File: src/rtl/rpe_pkg.sv
// ----------------------------------------------------------------------------
// rpe_pkg
// Shared types and constants of the pair-escape run-length encoder.
// ----------------------------------------------------------------------------
package rpe_pkg;

  localparam int unsigned ByteW    = 8;
  localparam int unsigned QDepth   = 4;
  localparam int unsigned QPtrW    = $clog2(QDepth);
  localparam int unsigned QCntW    = $clog2(QDepth + 1);
  localparam logic [ByteW-1:0] CountMax = 8'hFF;

  typedef enum logic [2:0] {
    PH_IDLE  = 3'b001,
    PH_HELD  = 3'b010,
    PH_COUNT = 3'b100
  } phase_e;

  typedef struct packed {
    logic [ByteW-1:0] out_byte;
    logic             out_last;
  } res_t;

  // up to two results produced by one item
  typedef struct packed {
    logic [1:0] n;
    res_t       r0;
    res_t       r1;
  } res_pair_t;

endpackage

File: src/rtl/rpe_if.sv
// ----------------------------------------------------------------------------
// rpe_if
// Valid/ready channels for raw input bytes and encoded output bytes.
// ----------------------------------------------------------------------------
interface rpe_in_if;
  logic       valid;
  logic       ready;
  logic [7:0] data_byte;
  logic       block_end;

  modport source (output valid, output data_byte, output block_end, input ready);
  modport sink   (input valid, input data_byte, input block_end, output ready);
endinterface

interface rpe_out_if;
  logic       valid;
  logic       ready;
  logic [7:0] out_byte;
  logic       out_last;

  modport source (output valid, output out_byte, output out_last, input ready);
  modport sink   (input valid, input out_byte, input out_last, output ready);
endinterface

File: src/rtl/rpe_core.sv
// ----------------------------------------------------------------------------
// rpe_core
// Encoder state (phase, held byte, run count) and the per-item result logic.
// ----------------------------------------------------------------------------
module rpe_core (
  input  logic                   clk_i,
  input  logic                   rst_ni,
  input  logic                   fire_i,
  input  logic [rpe_pkg::ByteW-1:0] data_byte_i,
  input  logic                   block_end_i,
  output rpe_pkg::res_pair_t     res_o
);
  import rpe_pkg::*;

  phase_e           phase_q, phase_d;
  logic [ByteW-1:0] held_q, held_d;
  logic [ByteW-1:0] count_q, count_d;
  logic [ByteW-1:0] count_inc;
  logic             same;

  assign same      = (data_byte_i == held_q);
  assign count_inc = count_q + 8'd1;

  always_comb begin
    phase_d = phase_q;
    held_d  = held_q;
    count_d = count_q;
    res_o   = '0;
    unique case (phase_q)
      PH_HELD: begin
        if (same) begin
          res_o.n  = 2'd2;
          res_o.r0 = '{out_byte: data_byte_i, out_last: 1'b0};
          res_o.r1 = '{out_byte: data_byte_i, out_last: block_end_i};
          count_d  = '0;
          phase_d  = block_end_i ? PH_IDLE : PH_COUNT;
        end else begin
          res_o.r0 = '{out_byte: held_q, out_last: 1'b0};
          if (block_end_i) begin
            res_o.n  = 2'd2;
            res_o.r1 = '{out_byte: data_byte_i, out_last: 1'b1};
            phase_d  = PH_IDLE;
          end else begin
            res_o.n = 2'd1;
            held_d  = data_byte_i;
            phase_d = PH_HELD;
          end
        end
      end
      PH_COUNT: begin
        if (same && (count_q != CountMax)) begin
          if (block_end_i) begin
            res_o.n  = 2'd1;
            res_o.r0 = '{out_byte: count_inc, out_last: 1'b1};
            count_d  = '0;
            phase_d  = PH_IDLE;
          end else begin
            count_d = count_inc;
          end
        end else begin
          res_o.r0 = '{out_byte: count_q, out_last: 1'b0};
          count_d  = '0;
          if (block_end_i) begin
            res_o.n  = 2'd2;
            res_o.r1 = '{out_byte: data_byte_i, out_last: 1'b1};
            phase_d  = PH_IDLE;
          end else begin
            res_o.n = 2'd1;
            held_d  = data_byte_i;
            phase_d = PH_HELD;
          end
        end
      end
      default: begin
        if (block_end_i) begin
          res_o.n  = 2'd1;
          res_o.r0 = '{out_byte: data_byte_i, out_last: 1'b1};
          phase_d  = PH_IDLE;
        end else begin
          held_d  = data_byte_i;
          phase_d = PH_HELD;
        end
      end
    endcase
  end

  always_ff @(posedge clk_i or negedge rst_ni) begin
    if (!rst_ni) begin
      phase_q <= PH_IDLE;
      count_q <= '0;
    end else if (fire_i) begin
      phase_q <= phase_d;
      count_q <= count_d;
    end
  end

  always_ff @(posedge clk_i) begin
    if (fire_i) begin
      held_q <= held_d;
    end
  end

endmodule

File: src/rtl/rpe_out_q.sv
// ----------------------------------------------------------------------------
// rpe_out_q
// Small result queue: takes up to two results per cycle, drains one while the output is ready.
// ----------------------------------------------------------------------------
module rpe_out_q (
  input  logic               clk_i,
  input  logic               rst_ni,
  input  logic               push_i,
  input  rpe_pkg::res_pair_t res_i,
  output logic               room2_o,
  rpe_out_if.source          out_o
);
  import rpe_pkg::*;

  res_t             mem_q [QDepth];
  logic [QPtrW-1:0] wr_q, rd_q, wr1;
  logic [QCntW-1:0] cnt_q, cnt_d;
  logic [QCntW-1:0] push_n;
  logic             pop;

  assign push_n  = push_i ? QCntW'(res_i.n) : '0;
  assign pop     = out_o.valid && out_o.ready;
  assign cnt_d   = cnt_q + push_n - QCntW'(pop);
  assign wr1     = wr_q + QPtrW'(1);
  assign room2_o = (cnt_q <= QCntW'(QDepth - 2));

  assign out_o.valid    = (cnt_q != '0);
  assign out_o.out_byte = mem_q[rd_q].out_byte;
  assign out_o.out_last = mem_q[rd_q].out_last;

  always_ff @(posedge clk_i or negedge rst_ni) begin
    if (!rst_ni) begin
      wr_q  <= '0;
      rd_q  <= '0;
      cnt_q <= '0;
    end else begin
      wr_q  <= wr_q + QPtrW'(push_n);
      rd_q  <= rd_q + QPtrW'(pop);
      cnt_q <= cnt_d;
    end
  end

  always_ff @(posedge clk_i) begin
    if (push_i && (res_i.n != 2'd0)) begin
      mem_q[wr_q] <= res_i.r0;
    end
    if (push_i && (res_i.n == 2'd2)) begin
      mem_q[wr1] <= res_i.r1;
    end
  end

endmodule

File: src/rtl/rle_pair_escape_encoder.sv
// ----------------------------------------------------------------------------
// rle_pair_escape_encoder
// Byte-stream run-length encoder with doubled-byte escape and count byte.
// ----------------------------------------------------------------------------
// An input item is registered, then encoded from that register into zero,
// one or two output bytes that enter a four-entry result queue. Input is
// taken every cycle while the queue has room for two results, so items that
// yield at most one byte sustain one item per cycle while the output is ready
// and a stream of items that each yield two bytes is held to the pace of the
// one-byte output channel. An item's output bytes are read from the result
// queue after the item has passed the input register and the encoder.
// ----------------------------------------------------------------------------
module rle_pair_escape_encoder (
  input  logic       clk_i,
  input  logic       rst_ni,
  rpe_in_if.sink     in_i,
  rpe_out_if.source  out_o
);
  import rpe_pkg::*;

  logic             in_vld_q;
  logic [ByteW-1:0] in_byte_q;
  logic             in_end_q;
  logic             room2;
  logic             fire;
  res_pair_t        res;

  assign fire       = in_vld_q && room2;
  assign in_i.ready = !in_vld_q || fire;

  always_ff @(posedge clk_i or negedge rst_ni) begin
    if (!rst_ni) begin
      in_vld_q <= 1'b0;
    end else if (in_i.ready) begin
      in_vld_q <= in_i.valid;
    end
  end

  always_ff @(posedge clk_i) begin
    if (in_i.ready && in_i.valid) begin
      in_byte_q <= in_i.data_byte;
      in_end_q  <= in_i.block_end;
    end
  end

  rpe_core u_core (
    .clk_i       (clk_i),
    .rst_ni      (rst_ni),
    .fire_i      (fire),
    .data_byte_i (in_byte_q),
    .block_end_i (in_end_q),
    .res_o       (res)
  );

  rpe_out_q u_out_q (
    .clk_i   (clk_i),
    .rst_ni  (rst_ni),
    .push_i  (fire),
    .res_i   (res),
    .room2_o (room2),
    .out_o   (out_o)
  );

endmodule
File: src/flat_wrapper.sv
// flat-port wrapper written by rule: the top's interface ports become plain ports
module rle_pair_escape_encoder_flat import rpe_pkg::*;
  (clk_i, rst_ni, in_i_valid, in_i_data_byte, in_i_block_end, in_i_ready, out_o_valid, out_o_out_byte, out_o_out_last, out_o_ready);
  rpe_in_if in_i_i ();
  rpe_out_if out_o_i ();
  input  logic clk_i;
  input  logic rst_ni;
  input wire logic [$bits(in_i_i.valid)-1:0] in_i_valid;
  input wire logic [$bits(in_i_i.data_byte)-1:0] in_i_data_byte;
  input wire logic [$bits(in_i_i.block_end)-1:0] in_i_block_end;
  output wire logic [$bits(in_i_i.ready)-1:0] in_i_ready;
  output wire logic [$bits(out_o_i.valid)-1:0] out_o_valid;
  output wire logic [$bits(out_o_i.out_byte)-1:0] out_o_out_byte;
  output wire logic [$bits(out_o_i.out_last)-1:0] out_o_out_last;
  input wire logic [$bits(out_o_i.ready)-1:0] out_o_ready;
  assign in_i_i.valid = in_i_valid;
  assign in_i_i.data_byte = in_i_data_byte;
  assign in_i_i.block_end = in_i_block_end;
  assign in_i_ready = in_i_i.ready;
  assign out_o_valid = out_o_i.valid;
  assign out_o_out_byte = out_o_i.out_byte;
  assign out_o_out_last = out_o_i.out_last;
  assign out_o_i.ready = out_o_ready;
  rle_pair_escape_encoder u_core (.clk_i(clk_i), .rst_ni(rst_ni), .in_i(in_i_i), .out_o(out_o_i));
endmodule
File: config.mk
export PLATFORM = sky130hd
export DESIGN_NAME = rle_pair_escape_encoder_flat
export DESIGN_NICKNAME = d
export VERILOG_FILES = /design/src/rtl/rpe_pkg.sv /design/src/rtl/rpe_if.sv /design/src/rtl/rpe_core.sv /design/src/rtl/rpe_out_q.sv /design/src/rtl/rle_pair_escape_encoder.sv /design/src/flat_wrapper.sv
export SDC_FILE = /design/constraint.sdc
export NUM_CORES = 1
export LEC_CHECK = 0
export BUFFER_PORTS_ARGS = -buffer_cell sky130_fd_sc_hd__buf_4
export CAP_MARGIN = 0
export CORE_MARGIN = 5
export CORE_UTILIZATION = 52
export CTS_CLUSTER_DIAMETER = 120
export DETAILED_ROUTE_END_ITERATION = 6
export HOLD_SLACK_MARGIN = 0.02
export PLACE_DENSITY = 0.68
export SLEW_MARGIN = 40
export SYNTH_ARGS = -nofsm -noshare
export SYNTH_HDL_FRONTEND = slang
export SYNTH_HIERARCHICAL = 1
export SYNTH_SLANG_ARGS = --single-unit
File: constraint.sdc
create_clock -name clk_i -period 8.35 [get_ports clk_i]
set_input_delay 1.67 -clock clk_i [delete_from_list [all_inputs] [get_ports clk_i]]
set_output_delay 1.67 -clock clk_i [all_outputs]
set_load 0.05 [all_outputs]
---- After elaboration in Yosys (flattened, before gate mapping) ----
Memories as Yosys holds them, arrays and structs flattened.
Index checks and enable logic that the tools add are counted.
W data, S select, Z words.
operators by class
  $mul .................................... 0
  shift operators ......................... 0
  bitwise operators ....................... 0
  magnitude comparators ................... 1
  divide/modulo/power cells ............... 0
  $add $sub $neg .......................... 6
  eq/ne operators ......................... 9
  multiplexer cells ....................... 28
  reductions and logical operators ........ 14
operator list
  kind                   number
  $mux W8                6
  $pmux W8 S2            2
  $pmux W11 S2           1
  $mux W10               2
  $mux W20               1
  $mux W9                2
  $pmux W9 S2            1
  $mux W3                4
  $mux W11               1
  $add A8 B1 Y8 const B  1
  $eq A8 B8 Y1           1
  $ne A8 B8 Y1 const B   1
  $logic_and A1 B1 Y1    6
  $mux W2                3
  $ne A2 B2 Y1 const B   3
  $pmux W3 S2            1
  $reduce_and A3 Y1      2
  $mux W1                4
  $reduce_bool A2 Y1     2
  $add A3 B3 Y3          1
  $eq A3 B2 Y1 const B   1
  $eq A3 B3 Y1 const B   1
  $le A3 B2 Y1 const B   1
  $ne A3 B2 Y1 const B   1
  other kinds (9)        9
word-level totals
  logic and storage cells ................. 68
  memory bits (writable) .................. 36
  latch bits .............................. 0
  ROM bits ................................ 0
  memories kept ........................... 1
  input bits .............................. 13
  flip-flop bits (word level) ............. 36
  output and inout bits ................... 11
memories
  memory                words  bits a word  rd ports  clocked after memory_dff  write ports  line             source
  u_core.u_out_q.mem_q  4      9            1         0                         2            rpe_out_q.sv:15  res_t mem_q [QDepth];

---- Longest topological paths before layout ----
Gate-level depths: netlist (run 1).
  word-level depth ........................ 8
  depth in mapped cells ................... 16
  mapped depth without buffers ............ 15

---- By module ----
The synthesis (run 1) kept the hierarchy.
modules (own cells, without submodules)
  module                   area each (um^2)  cells each  instances
  rpe_out_q                2250.9            132         1
  rpe_core                 1645.3            182         1
  rle_pair_escape_encoder  330.3             14          1

---- Worst setup path before layout (run 1) ----
No wires, ideal clock.
  path kind ............................... register to register
  start point ............................. reg u_core.u_core.count_q[0]
  end point ............................... reg u_core.u_out_q.cnt_q[2]
  setup time .............................. 0.123 ns
  data arrival time ....................... 3.267 ns
  cell stages (with the launch flop) ...... 17
  path buffers ............................ 1
  data required time ...................... 8.227 ns
  slack ................................... 4.960 ns
  cell sequence ........................... dfrtp_1 -> ha_1 -> and3_1 -> and3_4 -> nor3_4 -> ha_1 -> nand2_1 -> nand2_1 -> a21o_1 -> buf_2 -> and2_1 -> xnor2_1 -> ha_1 -> inv_1 -> fa_1 -> xor2_1 -> xnor2_1
RTL lines
  element                 line             source
  from (decl)             rpe_core.sv:17   logic [ByteW-1:0] count_q, count_d;
  from (signal assigned)  rpe_core.sv:93   count_q <= count_d;
  to (signal assigned)    rpe_out_q.sv:39  cnt_q <= cnt_d;
  to (decl)               rpe_out_q.sv:17  logic [QCntW-1:0] cnt_q, cnt_d;

==> flow_summary.ini, run 1 <==
[global_routing]
grt_pass1_vias = 2736
grt_usage_pct = 18.2
grt_max_degree = 20
antenna_found_initial = 0
grt_pass1_wl_um = 14200
grt_overflow = 0

[routing]
routed-wl-met3_um = 269
drt-total-wl_um = 8500
drc = 0
first_pass_iters = 4
drtAntennaViolNets = 0
met2_wirelength_um = 4060
via_count = 2705
routedWlPerCell_um = 18.6
drt-initial-drc-count = 127
dr.max_layer_used = met4
vias_per_cell = 5.92
wl_met1_um = 4040

[worst_hold_path]
hold_path.class = register to register
holdPathStages = 1

[setup_path]
cp_max_fo = 11
reg2regPathDepth = 14
reg2reg_slack_ps = 4570
endpoint_kind = register
crit_required_ps = 8580
critPathKind = register to register
start_kind = register
worstPathArrival_ps = 4010

[floorplanning]
start_util_pct = 54.1
rows = 32
die_h_um = 100
core_um2 = 7810
die_w_um = 100
die_area_um2 = 10000
num_io_pins = 24

[sta]
post-route-period-util_pct = 45.2
worst_pin_slew_ps = 825
fmax_mhz = 265
setup_slack_ps = 4570
relSlewSlack_pct = 45.0
worst_clock_skew_ps = 6.66
setup_violations = 0
fin_setup_tns_ps = 0
finalMaxSlewViolations = 0
final.min_clock_period_ps = 3780
hold_violations = 0
rsz0062_at_grt = no

[yosys]
netlist_area_um2 = 4230
avgSynthCellArea_um2 = 12.9
synth_edf_count = 53
yosys_register_bits = 72
yosys_warnings = 6
ys_seq_area_share_pct = 48.9
postSynthCellCount = 328
synthArstFlopShare_pct = 26.4
synth.net_count = 351
ys.flop_type = edfxtp_1
yosysUniqueCellTypes = 66

[pwr]
power_density_nw_per_um2 = 330
power_mw = 1.55
p_leak_nw = 1.72
max-vdd-ir-drop_v = 0.000140

[cells_and_area]
final_common_cell = edfxtp_1
mostFrequentLayoutCells = 53 x edfxtp_1, 28 x mux2_2, 25 x nand2_1
area_growth_pct = 10.8
postLayoutCellArea_um2 = 4680
fin_util_pct = 60.0
layout.nets = 373
insertedDiodeCount = 0
drive_gt1_share_pct = 31.3
num-fill-cells = 622

[clocking]
post_cts_buffers = 0
clkLatencyLatePin_ps = 340
numClockSinks = 72
cts_tree = built
cts_resized = 0
cts_buffers = 9
postCtsHoldBufs = 0
clockBufferDepth = 2
root_buffer = clkbuf_8
htreeDepth = 3
clk_pin_slew_worst_paths_ps = 80

[placement]
place_area_um2 = 4470
port_buffers = 23
hpwlAfterDp_um = 6170
gp_congestion = 0.909
dp_slack_ps = 4640

[outcome]
status = complete, no violations

[run]
drv_cap = 0
metal layers:
metal,vias up,GRT usage (%)
li1,1316,-
met1,1329,24.4
met2,49,29.5
met3,11,4.24
met4,0,5.39
met5,-,0
where the power goes:
part | leakage, nW | total (mW) | internal [mW] | switching (mW)
registers | 0.730 | 0.588 | 0.497 | 0.0905
clock network | 0.104 | 0.299 | 0.169 | 0.130
logic | 0.885 | 0.659 | 0.279 | 0.380
total | 1.72 | 1.55 | 0.945 | 0.600
registers in the layout, indices dropped and copies added (netlist names):
register,flops
u_core/in_end_q,1
u_core/u_core/count_q,8
u_core/u_out_q/wr_q,2
u_core/u_out_q/cnt_q,3
u_core/u_core/held_q,8
u_core/u_out_q/mem_q,36
u_core/u_core/phase_q,3
u_core/in_vld_q,1
u_core/in_byte_q,8
u_core/u_out_q/rd_q,2
metrics by stage:
step,std cells,hold slack (ps)
2_1_floorplan,328,462
3_3_place_gp,441,478
3_5_place_dp,441,490
4_1_cts,457,501
5_1_grt,457,529
6_report,457,500
Yosys cell counts (8+ instances only):
cell type | count | area [um2]
edfxtp_1 | 53 | 1590
nand2_1 | 25 | 93.8
and3_1 | 10 | 62.6
mux4_2 | 9 | 203
o21ai_0 | 12 | 60.1
xnor2_1 | 11 | 96.3
ha_1 | 9 | 113
dfrtp_1 | 18 | 450
mux2_2 | 28 | 315
xor2_1 | 10 | 87.6
mux2_4 | 9 | 135
nor2_1 | 8 | 30.0
worst max-delay path, stage by stage (launching register included):
cell,delay [ps]
dfrtp_1,440
ha_1,280
and3_1,250
and3_4,210
nor3_4,380
inv_2,130
ha_1,200
nand2_1,50
o21ai_0,200
nand2b_1,300
nand2_2,210
ha_1,290
fa_1,440
xor2_1,160
xnor2_1,120
area by class of cell:
type                       instances  area [um2]  share of cell area [%]
multi-input combinational        236        2070                    44.3
tap                              102         128                    2.72
clock buffer                      11         131                    2.80
clock inverter                     5        81.3                    1.74
inverter                           8        30.0                   0.641
timing repair buffer              23         173                    3.69
sequential                        72        2070                    44.2
path summary, 6_finish.rpt:
check                                         start                  endpoint
min reg2reg                 u_core/u_out_q/cnt_q[2]   u_core/u_out_q/cnt_q[2]
max in group asynchronous                    rst_ni  u_core/u_core/phase_q[0]
max                        u_core/u_core/count_q[0]   u_core/u_out_q/cnt_q[2]
min in group asynchronous                    rst_ni    u_core/u_out_q/rd_q[0]
max reg2reg                u_core/u_core/count_q[0]   u_core/u_out_q/cnt_q[2]
min                         u_core/u_out_q/cnt_q[2]   u_core/u_out_q/cnt_q[2]
kinds of logic (layout without fill, tap and decap cells):
kind of cell | after synthesis | after routing | share of synthesized area (%)
AO/OA/AOI/OAI | 57 | 57 | 9.44
XOR/XNOR | 24 | 24 | 5.51
adder cells (fa/ha/maj) | 10 | 10 | 3.14
buffers and inverters | 20 | 47 | 2.31
flip-flops | 72 | 72 | 48.9
multiplexers | 47 | 47 | 15.7
AND/OR/NAND/NOR | 98 | 98 | 15.0
Note: power is estimated with default switching activity, not from simulation.
==> run 2: changes to the inputs <==
Clock period 8.35 ns to 3.7 ns, I/O delays scaled along.
==> run 2 against run 1 <==
  * Highest routed layer unchanged
  * Critical path depth stayed put
  * Final cell count is 3.5% higher
  * Flip-flop and latch count stayed put
  * Sequential share of layout area is 1.4 points lower
==> flow_summary.ini, run 2 (synthesized netlist as in run 1, its figures left out) <==
[setup_path]
start_kind = register
worstPathArrival_ps = 3550
crit_required_ps = 3800
startpoint = u_core/u_core/count_q[0]
critPathKind = register to register
endpoint_kind = register
r2r_start = u_core/u_core/count_q[0]
cp_max_fo = 9

[floorplanning]
rows = 32
die_w_um = 100
die_area_um2 = 10000
num_io_pins = 24
start_util_pct = 54.1
core_um2 = 7810
die_h_um = 100

[cells_and_area]
num-fill-cells = 619
layout.nets = 389
insertedDiodeCount = 0
multi_input_area_um2 = 2080
regArea_um2 = 2070
mostFrequentLayoutCells = 53 x edfxtp_1, 39 x buf_4, 28 x mux2_2
final_common_cell = edfxtp_1
area_growth_pct = 14.4
regMostFlops = u_core/u_out_q/mem_q
drive_gt1_share_pct = 35.0
largest_reg_flops = 36

[clocking]
postCtsHoldBufs = 0
clockBufferDepth = 2
clk_pin_slew_worst_paths_ps = 80
clkLatencyLatePin_ps = 350
cts_tree = built
numClockSinks = 72
root_buffer = clkbuf_8
cts_buffers = 9
htreeDepth = 3

[sta]
relSlewSlack_pct = 54.0
hold_violations = 0
final.min_clock_period_ps = 3450
worst_pin_slew_ps = 683
setup_violations = 0
fmax_mhz = 290
fin_setup_tns_ps = 0
worst_clock_skew_ps = 10.2
setup_slack_ps = 250
rsz0062_at_grt = no
post-route-period-util_pct = 93.2
finalMaxSlewViolations = 0

[pwr]
p_int_mw = 2.23
power_density_nw_per_um2 = 744
seqPwrFrac_pct = 36.3
power_switching_mw = 1.37
max-vdd-ir-drop_v = 0.000345
swShare_pct = 38.1
comb_power_share_pct = 43.2
power_mw = 3.60
clkPwrFrac_pct = 20.5
p_leak_nw = 1.81

[global_routing]
grt_pass1_vias = 2895
grt_usage_pct = 18.9
top_usage_layer = met2
met2_usage_pct = 30.3
grt_max_degree = 20
grt_overflow = 0
grt_pass1_wl_um = 14800
antenna_found_initial = 0
use_met1_pct = 25.4
grt.met3_usage_pct = 4.45

[worst_hold_path]
hold_path.class = input pin to async pin

[routing]
via_count = 2811
routedWlPerCell_um = 18.6
drt-initial-drc-count = 163
vias_per_cell = 5.94
first_pass_iters = 5
drtAntennaViolNets = 0
drt-total-wl_um = 8780
drc = 0

[run]
drv_cap = 0

[outcome]
status = complete, no violations

[placement]
hpwlAfterDp_um = 6590
port_buffers = 23
gp_congestion = 0.915
dp_slack_ps = 21.9
==> run 2: power groups by stage <==
stage                     Combinational [mW]  Clock, mW  Sequential [mW]
after floorplan                         1.28          0             1.22
after global placement                  1.51          0             1.32
after detailed placement                1.54          0             1.33
after CTS                               1.55      0.758             1.31
after global routing                    1.69      0.786             1.33
final                                   1.56      0.737             1.30
==> run 2: through the flow <==
stage,hold slack [ps],utilization (%),instances,area [um2]
finish,247,61.9,473,4830
detailed placement,494,58.3,453,4550
floorplan,444,-,328,4230
global route,254,61.9,473,4830
global placement,479,58.3,453,4550
CTS,236,61.3,469,4780
==> run 2: cell type report <==
class                      instances  share of cell area (%)
clock inverter                     6                    2.23
inverter                           8                   0.621
timing repair buffer              39                    6.06
multi-input combinational        236                    43.0
tap                              102                    2.64
clock buffer                      10                    2.64
sequential                        72                    42.8
==> run 2: final timing paths <==
| path | endpoint | slack [ps] | cells past startpoint |
|---|---|---|---|
| worst max-delay path | u_core/u_out_q/mem_q[3][6] | 250 | 14 |
| worst min-delay path | u_core/u_out_q/cnt_q[2] | 250 | 1 |
| worst max register to register | u_core/u_out_q/mem_q[3][6] | 250 | 14 |
| worst min register to register | u_core/u_out_q/cnt_q[2] | 510 | 1 |
| max in group asynchronous | u_core/u_core/phase_q[0] | 3180 | 1 |
| min in group clk_i | u_core/u_out_q/cnt_q[2] | 510 | 1 |
==> run 2: what timing repair did <==
| action | in CTS | in global routing |
|---|---|---|
| resized for setup | 0 | 4 |
| setup endpoints to repair | 0 | 38 |
| buffers inserted | 0 | 4 |
==> run 2: routing by layer <==
metal	wire (um)	part of all wire, %	up-vias
met1	3910	45	1351
met5	0	0	-
met4	168	1.9	0
met3	506	5.8	17
li1	-	-	1345
met2	4190	48	98
==> run 2: critical path: stages, from the launching register on <==
cell and delay (ps):
dfrtp_1 430, ha_2 260, and3_1 250, and3_4 250
nor3_4 60, buf_4 160, inv_2 110, ha_1 160
nand2_1 40, o21ai_0 90, nand2b_1 250, nand2_2 80
buf_4 190, or4_4 550, mux2_4 340
